==> config.mk <==
export PLATFORM = sky130hd
export DESIGN_NAME = byte_stuffed_frame_deframer
export DESIGN_NICKNAME = d
export VERILOG_FILES = /design/src/hdl/bsfd_pkg.sv /design/src/hdl/bsfd_ram.sv /design/src/hdl/bsfd_alu.sv /design/src/hdl/byte_stuffed_frame_deframer.sv
export SDC_FILE = /design/constraint.sdc
export NUM_CORES = 1
export LEC_CHECK = 0
export ABC_AREA = 1
export BUFFER_PORTS_ARGS = -buffer_cell sky130_fd_sc_hd__buf_4
export CORE_UTILIZATION = 56
export DETAILED_ROUTE_END_ITERATION = 8
export PLACE_DENSITY = 0.77
export SLEW_MARGIN = 10
export SYNTH_ARGS = -nofsm -noshare
export SYNTH_HDL_FRONTEND = slang
export SYNTH_SLANG_ARGS = --single-unit
==> constraint.sdc <==
create_clock -name clk -period 2.8 [get_ports clk]
set_input_delay 0.28 -clock clk [delete_from_list [all_inputs] [get_ports clk]]
set_output_delay 0.28 -clock clk [all_outputs]
set_load 0.02 [all_outputs]
==> src/hdl/bsfd_pkg.sv <==
// ---------------------------------------------------------------------------
// bsfd_pkg: shared types and constants
// Parse and sequencer codes, byte ALU ops, register indexes, reset values.
// ---------------------------------------------------------------------------
`timescale 1ns / 1ps

package bsfd_pkg;

  localparam int MAX_FRAME_BYTES_DEF = 32;
  localparam int DATA_W  = 8;
  localparam int IDX_W   = 5;
  localparam int CFG_IDX_W = 2;

  localparam logic [DATA_W-1:0] DELIM_RST = 8'd126;
  localparam logic [DATA_W-1:0] ESC_RST   = 8'd125;
  localparam logic [DATA_W-1:0] MASK_RST  = 8'd32;

  typedef enum logic [CFG_IDX_W-1:0] {
    REG_DELIM = 2'd0,
    REG_ESC   = 2'd1,
    REG_MASK  = 2'd2
  } reg_index_t;

  typedef enum logic [1:0] {
    PS_IDLE     = 2'd0,
    PS_START    = 2'd1,
    PS_IN_FRAME = 2'd2,
    PS_ESCAPED  = 2'd3
  } parse_t;

  typedef enum logic [1:0] {
    SEQ_WAIT      = 2'd0,
    SEQ_EXEC      = 2'd1,
    SEQ_DRAIN_RD  = 2'd2,
    SEQ_DRAIN_OUT = 2'd3
  } seq_t;

  typedef enum logic [1:0] {
    ALU_CMP_DELIM = 2'd0,
    ALU_CMP_ESC   = 2'd1,
    ALU_XOR_MASK  = 2'd2
  } alu_op_t;

  typedef struct packed {
    logic [DATA_W-1:0] delim;
    logic [DATA_W-1:0] esc;
    logic [DATA_W-1:0] mask;
  } cfg_t;

endpackage

==> src/hdl/bsfd_ram.sv <==
// ---------------------------------------------------------------------------
// bsfd_ram: generic single-write, single-read RAM
// One write port, one read port with registered read data and read enable.
// ---------------------------------------------------------------------------
`timescale 1ns / 1ps

module bsfd_ram #(
  parameter int WIDTH = 8,
  parameter int DEPTH = 32,
  parameter int AW    = (DEPTH > 1) ? $clog2(DEPTH) : 1
) (
  input  logic             clk,
  input  logic             we,
  input  logic [AW-1:0]    wr_addr,
  input  logic [WIDTH-1:0] wr_data,
  input  logic             rd_en,
  input  logic [AW-1:0]    rd_addr,
  output logic [WIDTH-1:0] rd_data
);

  logic [WIDTH-1:0] mem [DEPTH];

  always_ff @(posedge clk) begin
    if (we) begin
      mem[wr_addr] <= wr_data;
    end
    if (rd_en) begin
      rd_data <= mem[rd_addr];
    end
  end

endmodule

==> src/hdl/bsfd_alu.sv <==
// ---------------------------------------------------------------------------
// bsfd_alu: shared byte unit
// One comparator against delimiter or escape, plus the escape-mask XOR.
// ---------------------------------------------------------------------------
`timescale 1ns / 1ps

module bsfd_alu
  import bsfd_pkg::*;
(
  input  alu_op_t           op,
  input  cfg_t              cfg,
  input  logic [DATA_W-1:0] a,
  output logic              eq,
  output logic [DATA_W-1:0] result
);

  logic [DATA_W-1:0] b;

  always_comb begin
    b      = cfg.esc;
    result = a;
    unique case (op)
      ALU_CMP_DELIM: b = cfg.delim;
      ALU_CMP_ESC:   b = cfg.esc;
      ALU_XOR_MASK:  result = a ^ cfg.mask;
      default: begin
        b      = cfg.esc;
        result = a;
      end
    endcase
  end

  assign eq = (a == b);

endmodule

==> src/hdl/byte_stuffed_frame_deframer.sv <==
// ---------------------------------------------------------------------------
// byte_stuffed_frame_deframer: delimiter / escape frame stripper
// Takes received bytes, unstuffs them into a frame buffer and drains the
// frame as a run of output beats when the closing delimiter arrives.
// ---------------------------------------------------------------------------
//
//  channel | handshake                  | payload
//  --------+----------------------------+-----------------------------------
//  in      | in_valid / in_stall (out)  | rx_byte
//  out     | out_valid / out_stall (in) | frame_byte, byte_index, last_byte,
//          |                            | overflowed
//  cfg     | cfg_we                     | cfg_index, cfg_data
//
// Each byte has an accept cycle, where the shared byte unit tests it
//   against the delimiter, then an execute cycle, where the same unit does
//   the escape test or the mask XOR and the buffer is written.
// A closing delimiter then drains the frame: per beat, DRAIN_RD issues the
//   registered RAM read and DRAIN_OUT loads the single output register.
// Reset clears control state only; the frame RAM needs no clearing pass.
// out_stall holds the drain in place; a finished last beat may sit in the
//   output register while the next bytes are taken.
// ---------------------------------------------------------------------------
`timescale 1ns / 1ps

module byte_stuffed_frame_deframer
  import bsfd_pkg::*;
#(
  parameter int MAX_FRAME_BYTES = MAX_FRAME_BYTES_DEF
) (
  input  logic                 clk,
  input  logic                 rst,
  // config write port
  input  logic                 cfg_we,
  input  logic [CFG_IDX_W-1:0] cfg_index,
  input  logic [DATA_W-1:0]    cfg_data,
  // byte input
  input  logic                 in_valid,
  output logic                 in_stall,
  input  logic [DATA_W-1:0]    rx_byte,
  // frame output
  output logic                 out_valid,
  input  logic                 out_stall,
  output logic [DATA_W-1:0]    frame_byte,
  output logic [IDX_W-1:0]     byte_index,
  output logic                 last_byte,
  output logic                 overflowed
);

  // buffer address and fill-count widths
  localparam int AW = (MAX_FRAME_BYTES > 1) ? $clog2(MAX_FRAME_BYTES) : 1;
  localparam int CW = $clog2(MAX_FRAME_BYTES + 1);
  localparam logic [CW-1:0] MAX_CNT = CW'(MAX_FRAME_BYTES);

  // config registers
  cfg_t cfg;

  always_ff @(posedge clk) begin
    if (rst) begin
      cfg.delim <= DELIM_RST;
      cfg.esc   <= ESC_RST;
      cfg.mask  <= MASK_RST;
    end else if (cfg_we) begin
      unique case (cfg_index)
        REG_DELIM: cfg.delim <= cfg_data;
        REG_ESC:   cfg.esc   <= cfg_data;
        REG_MASK:  cfg.mask  <= cfg_data;
        default: ;  // unused index, write dropped
      endcase
    end
  end

  // sequencer and parse state
  seq_t   seq, seq_next;
  parse_t parse_state;

  logic [DATA_W-1:0] rx_hold;
  logic              is_delim;     // delimiter test from the accept cycle
  logic [CW-1:0]     byte_count;
  logic              overflow_seen;
  logic [AW-1:0]     drain_idx;

  // shared byte unit
  alu_op_t           alu_op;
  logic [DATA_W-1:0] alu_a;
  logic              alu_eq;
  logic [DATA_W-1:0] alu_res;

  bsfd_alu u_alu (
    .op     (alu_op),
    .cfg    (cfg),
    .a      (alu_a),
    .eq     (alu_eq),
    .result (alu_res)
  );

  // frame buffer
  logic              ram_we;
  logic              ram_rd_en;
  logic [DATA_W-1:0] ram_rd_data;

  bsfd_ram #(
    .WIDTH (DATA_W),
    .DEPTH (MAX_FRAME_BYTES),
    .AW    (AW)
  ) u_buf (
    .clk     (clk),
    .we      (ram_we),
    .wr_addr (byte_count[AW-1:0]),
    .wr_data (alu_res),
    .rd_en   (ram_rd_en),
    .rd_addr (drain_idx),
    .rd_data (ram_rd_data)
  );

  logic in_accept;
  logic do_store;
  logic has_room;
  logic start_drain;
  logic slot_free;
  logic drain_last;

  assign in_accept  = in_valid && !in_stall;
  assign has_room   = (byte_count < MAX_CNT);
  assign slot_free  = !out_valid || !out_stall;
  assign drain_last = ((CW'(drain_idx) + CW'(1)) == byte_count);

  // sequencer outputs
  always_comb begin
    in_stall    = 1'b1;
    alu_op      = ALU_CMP_ESC;
    alu_a       = rx_hold;
    do_store    = 1'b0;
    start_drain = 1'b0;
    ram_rd_en   = 1'b0;
    unique case (seq)
      SEQ_WAIT: begin
        in_stall = 1'b0;
        alu_op   = ALU_CMP_DELIM;
        alu_a    = rx_byte;
      end
      SEQ_EXEC: begin
        alu_op = (parse_state == PS_ESCAPED) ? ALU_XOR_MASK : ALU_CMP_ESC;
        unique case (parse_state)
          PS_IDLE:     do_store = 1'b0;
          PS_START:    do_store = !is_delim;
          // escape test wins over the delimiter test
          PS_IN_FRAME: begin
            do_store    = !alu_eq && !is_delim;
            start_drain = !alu_eq && is_delim && (byte_count != '0);
          end
          PS_ESCAPED:  do_store = 1'b1;
        endcase
      end
      SEQ_DRAIN_RD:  ram_rd_en = 1'b1;
      SEQ_DRAIN_OUT: ram_rd_en = 1'b0;
    endcase
  end

  assign ram_we = do_store && has_room;

  // sequencer next state
  always_comb begin
    seq_next = seq;
    unique case (seq)
      SEQ_WAIT:      if (in_accept) seq_next = SEQ_EXEC;
      SEQ_EXEC:      seq_next = start_drain ? SEQ_DRAIN_RD : SEQ_WAIT;
      SEQ_DRAIN_RD:  seq_next = SEQ_DRAIN_OUT;
      SEQ_DRAIN_OUT: begin
        if (slot_free) begin
          seq_next = drain_last ? SEQ_WAIT : SEQ_DRAIN_RD;
        end
      end
    endcase
  end

  // control registers
  always_ff @(posedge clk) begin
    if (rst) begin
      seq           <= SEQ_WAIT;
      parse_state   <= PS_IDLE;
      byte_count    <= '0;
      overflow_seen <= 1'b0;
    end else begin
      seq <= seq_next;
      if (seq == SEQ_EXEC) begin
        unique case (parse_state)
          PS_IDLE: begin
            if (is_delim) begin
              byte_count    <= '0;
              overflow_seen <= 1'b0;
              parse_state   <= PS_START;
            end
          end
          PS_START: if (!is_delim) parse_state <= PS_IN_FRAME;
          PS_IN_FRAME: begin
            if (alu_eq) begin
              parse_state <= PS_ESCAPED;
            end else if (is_delim) begin
              parse_state <= PS_IDLE;
            end
          end
          PS_ESCAPED: parse_state <= PS_IN_FRAME;
        endcase
        // full buffer: byte dropped, loss flagged, parse still advances
        if (do_store) begin
          if (has_room) begin
            byte_count <= byte_count + CW'(1);
          end else begin
            overflow_seen <= 1'b1;
          end
        end
      end
    end
  end

  // datapath registers
  always_ff @(posedge clk) begin
    if (in_accept) begin
      rx_hold  <= rx_byte;
      is_delim <= alu_eq;
    end
    if (start_drain) begin
      drain_idx <= '0;
    end else if (seq == SEQ_DRAIN_OUT && slot_free && !drain_last) begin
      drain_idx <= drain_idx + AW'(1);
    end
  end

  // output register
  always_ff @(posedge clk) begin
    if (rst) begin
      out_valid <= 1'b0;
    end else if (seq == SEQ_DRAIN_OUT && slot_free) begin
      out_valid <= 1'b1;
    end else if (!out_stall) begin
      out_valid <= 1'b0;
    end
  end

  always_ff @(posedge clk) begin
    if (seq == SEQ_DRAIN_OUT && slot_free) begin
      frame_byte <= ram_rd_data;
      byte_index <= IDX_W'(drain_idx);
      last_byte  <= drain_last;
      overflowed <= overflow_seen;
    end
  end

endmodule

==> results.md <==
- The run finished with clean final reports.
- The post-route minimum period is approximately 2.7 ns.
- In the synthesized netlist the dominant register cell turns out to be sky130_fd_sc_hd__edfxtp_1.
- Counting the buffers created by CTS gives 35.
- The portion of synthesized cell area occupied by the leading cell type is 0.628.
- The overall fraction of global-route tracks in use is 0.273.
- Wire segments on met2 add up to around 17000 um in the final route.
- The final max-slew violation count is 0.
- By area the synthesized netlist is led by sky130_fd_sc_hd__edfxtp_1 (63%), sky130_fd_sc_hd__dfxtp_1 (6.0%), sky130_fd_sc_hd__o21ai_0 (5.9%).
- Setup repair after global routing could not meet its margin everywhere.
- The maximum buffer depth of the clock tree is 3.
- The final core utilization is 0.656.
- The setup total negative slack is 0 ns.
- Once placement completed, the tool counted placed cells totaling between 1500 and 2000.
- For the pin with the worst max-slew slack, the measured transition is 0.791 ns.
- Of the total synthesized cell area, the portion taken by AND, OR, NAND and NOR gates is 0.135.
- In the post-synthesis netlist, the cell with the most instances is sky130_fd_sc_hd__edfxtp_1.
- The cell area after synthesis is around 14000 um^2.
- The number of nets in the final layout is approximately 1300.
- The post-synthesis average cell area is ~11 um^2.
- The worst setup path is captured at a flop.
- The sum of routed wire segments on met1 is between 10000 and 15000 um.
- The largest family of logic cells by synthesized area is simple AND/OR/NAND/NOR gates.
- The routed design has roughly 34000 um of wire.
- During I/O placement, the number of pins put on the boundary was 40.
- The aggregate global routing overflow is 0.
- The largest area contributor in the synthesized netlist is sky130_fd_sc_hd__edfxtp_1.
- The detailed router finished its first iteration with about 1300 violations.
- In this run the worst path has a maximum fanout of 25.
- By startpoint and endpoint, the worst setup path is classified as reg -> reg.
- Static timing analysis puts the maximum clock frequency at about 0.38 GHz.
- The multiplexer share of the synthesized area is 0.
- The width of the chip is between 150 and 200 um.
- The number of global-route vias before repair was between 9000 and 10000.
- The sequential element share of the synthesized area is 0.688.
- The die is roughly 160 um tall.
- The worst setup path is launched from a flop.
- The cell sitting at the root of the clock tree is a sky130_fd_sc_hd__clkbuf_16.
- The worst pin sits at a relative slew slack of 0.471.
- Relative to the synthesized area, the layout overhead comes to 15.3%.
- After detailed routing, the average wire length per cell comes to just over 20 um.
- During synthesis, Yosys emitted a total of 0 warnings.
- The floorplan row count is 57.
- For this run, asynchronously set or reset flops after synthesis account for 0.
- The standard cell core area is between 20000 and 25000 um^2.
- The worst voltage drop across the vdd grid is between 0.4 and 0.5 mV.
- The post-DP HPWL is between 20000 and 25000 um.
- The number of failing setup endpoints in the final timing report is 0.
- The post-detailed-route via-to-cell ratio is roughly 6.0.
- The pin count of the biggest net entering global routing is a little under 100.
- Data arrives at the worst endpoint at around 2.9 ns.
- In the finished design, the share of the clock period the worst path needs comes to 0.949.
- The post-synthesis adder-cell area fraction is 0.00455.
- The initial core utilization is 0.569.
- The CTS sink count is between 300 and 400.
- The fraction of the mapped netlist area in compound gates is 0.120.
- Max-cap violations in this run came to 0.
- The required time of the critical path is slightly above 3 ns.
- The synthesized netlist cell count is 1231.
- The post-synthesis register bit count is between 300 and 400.
- When the netlist entered floorplanning its net count stood at roughly 1300.
- In the routed design, unresolved DRC markers number 0.
- The XOR/XNOR share of the synthesized area is 0.00955.
- The first-pass GRT wire length is ~53000 um.
- The deepest level of the CTS H-tree is 2.
- For the final database, setup skew stands at 0.0140 ns.
- The min-delay analysis places its worst path in the category in -> reg.
- Counting instances in the post-synthesis netlist gives the leading cell types as sky130_fd_sc_hd__edfxtp_1 (288), sky130_fd_sc_hd__nor2_1 (209), sky130_fd_sc_hd__nand2_1 (174).
- The synthesized design contains between 200 and 300 enable-type register cells.
- The die covers about 25000 um^2.
- The number of iterations in the first detailed-routing pass is 5.
- After clock tree synthesis, the clock-pin slew on the worst setup and hold paths is around 0.060 ns.
- The final route contains 9907 vias.
- The number of hold violations in the final report is 0.
- Wire segments on met3 add up to about 3400 um in the final route.
- The insertion delay to the later sink of the worst-skew pair is 0.52 ns.
- The fraction of final layout cells sized beyond drive strength 1 is 0.126.
- TritonCTS built the clock tree.
- The number of antenna violations at the first check in global routing is 0.
- The final estimated routing congestion in global placement is roughly 0.87.
- After detailed routing, no signal wire sits above met4.
- In this run the remaining antenna-violating nets after routing total 0.
- Hold is met by 0.0139 ns.
- The synthesized netlist contains 32 unique library cells.
- The cell area power density is between 800 and 900 nW/um^2.
- The analysis attributes to cell leakage a power of 5.76 nW.
- The number of diodes added for antenna fixing is 0.
- The post-route non-filler standard cell count is roughly 1700.
- The number of buffers added on ports is 39.
[worst paths after layout]
kind | cells after the start | to | from | slack [ns]
setup / recovery | 16 | u_buf.mem[11][6]$_DFFE_PP_ | seq[1]$_SDFFE_PP0P_ | 0.14
hold / removal | 3 | cfg[17]$_SDFFE_PP1P_ | cfg_data[1] | 0.01
setup reg to reg | 16 | u_buf.mem[11][6]$_DFFE_PP_ | seq[1]$_SDFFE_PP0P_ | 0.14
hold reg to reg | 0 | frame_byte[0]$_DFFE_PP_ | u_buf.rd_data[0]$_DFFE_PP_ | 0.42
[per-layer routing]
metal / global-route usage / up-vias
li1: - / 4543
met1: 0.359 / 4632
met2: 0.454 / 633
met3: 0.0413 / 99
met4: 0.117 / 0
met5: 0 / -
[power by group]
group          internal, mW  switching (mW)  total [mW]
Clock                  2.31            1.85        4.16
Combinational          1.02            2.25        3.27
Sequential             5.51           0.121        5.63
[repair_timing]
action / in CTS / in global routing
hold endpoints to repair: 14 / 0
resized for setup: 0 / 1
hold buffers: 11 / 0
buffers inserted: 0 / 0
endpoints found under the setup margin: 0 / 135
[layout make-up]
cell class / count / area (um^2)
clock buffers: 41 / 898
clock inverters: 17 / 113
fillers: 1719 / 8310
inverters: 78 / 294
multi-input cells: 754 / 3720
flip-flops and latches: 329 / 9470
well taps: 324 / 405
repair buffers: 116 / 961
[critical path, stage by stage, from the launching register on]
cell and delay (ns):
sky130_fd_sc_hd__dfxtp_1 0.36, sky130_fd_sc_hd__inv_1 0.20, sky130_fd_sc_hd__nand2_8 0.16, sky130_fd_sc_hd__nand2_1 0.10, sky130_fd_sc_hd__nand2_1 0.10, sky130_fd_sc_hd__nand2_1 0.08
sky130_fd_sc_hd__nand2_1 0.05, sky130_fd_sc_hd__nand2_1 0.06, sky130_fd_sc_hd__nor2_1 0.05, sky130_fd_sc_hd__nand2_2 0.12, sky130_fd_sc_hd__nand2_4 0.10, sky130_fd_sc_hd__nand2_4 0.12
sky130_fd_sc_hd__nand2_4 0.07, sky130_fd_sc_hd__nor2_4 0.16, sky130_fd_sc_hd__nand2_2 0.24, sky130_fd_sc_hd__nor2_1 0.19, sky130_fd_sc_hd__buf_4 0.20
[cell usage in the layout, fill, tap and decap left out, types with 2 or more instances in the layout]
cell and count:
sky130_fd_sc_hd__dfxtp_1 39, sky130_fd_sc_hd__nand4_1 7, sky130_fd_sc_hd__clkinv_1 7, sky130_fd_sc_hd__buf_4 100
sky130_fd_sc_hd__o21ai_0 162, sky130_fd_sc_hd__xor2_1 7, sky130_fd_sc_hd__dlygate4sd3_1 11, sky130_fd_sc_hd__o221ai_1 46
sky130_fd_sc_hd__nand2_1 174, sky130_fd_sc_hd__clkbuf_1 6, sky130_fd_sc_hd__clkinv_2 5, sky130_fd_sc_hd__a32oi_1 8
sky130_fd_sc_hd__inv_6 2, sky130_fd_sc_hd__clkinv_4 2, sky130_fd_sc_hd__o22ai_1 18, sky130_fd_sc_hd__a31oi_1 9
sky130_fd_sc_hd__nand3_1 48, sky130_fd_sc_hd__nand2_2 5, sky130_fd_sc_hd__buf_12 5, sky130_fd_sc_hd__nand2_4 3
sky130_fd_sc_hd__xnor2_1 7, sky130_fd_sc_hd__o211ai_1 10, sky130_fd_sc_hd__inv_1 75, sky130_fd_sc_hd__edfxtp_1 288
sky130_fd_sc_hd__clkbuf_16 35, sky130_fd_sc_hd__o21ai_1 4, sky130_fd_sc_hd__ha_1 5, sky130_fd_sc_hd__clkinvlp_4 2
sky130_fd_sc_hd__a21oi_1 18, sky130_fd_sc_hd__nor3_1 7, sky130_fd_sc_hd__nor2_1 209
[flip-flops by register name, summed over array words and instances, names as in the netlist]
| signal | cells |
|---|---|
| is_delim | 1 |
| byte_count | 6 |
| overflowed | 1 |
| last_byte | 1 |
| parse_state | 2 |
| rx_hold | 8 |
| seq | 2 |
| frame_byte | 8 |
| drain_idx | 5 |
| byte_index | 5 |
| cfg | 24 |
| u_buf.mem | 256 |
| overflow_seen | 1 |
| out_valid | 1 |
| u_buf.rd_data | 8 |
[cell families (layout without fill, tap and decap cells)]
kind of cell	after synthesis	in the layout
XOR/XNOR	15	15
buffers and inverters	148	252
AO/OA/AOI/OAI	277	277
adder cells (fa/ha/maj)	5	5
flip-flops	329	329
AND/OR/NAND/NOR	457	457
[stage by stage]
| step | worst slack (ns) | power, mW | instance area (um^2) |
|---|---|---|---|
| floorplan | 0.186 | 7.74 | 13800 |
| global placement | 0.281 | 8.82 | 14700 |
| detailed placement | 0.172 | 8.88 | 14700 |
| CTS | 0.147 | 13.0 | 15900 |
| global route | -0.0419 | 13.5 | 15900 |
| finish | 0.143 | 13.1 | 15900 |
No activity file was read; power rests on OpenSTA's default activity.
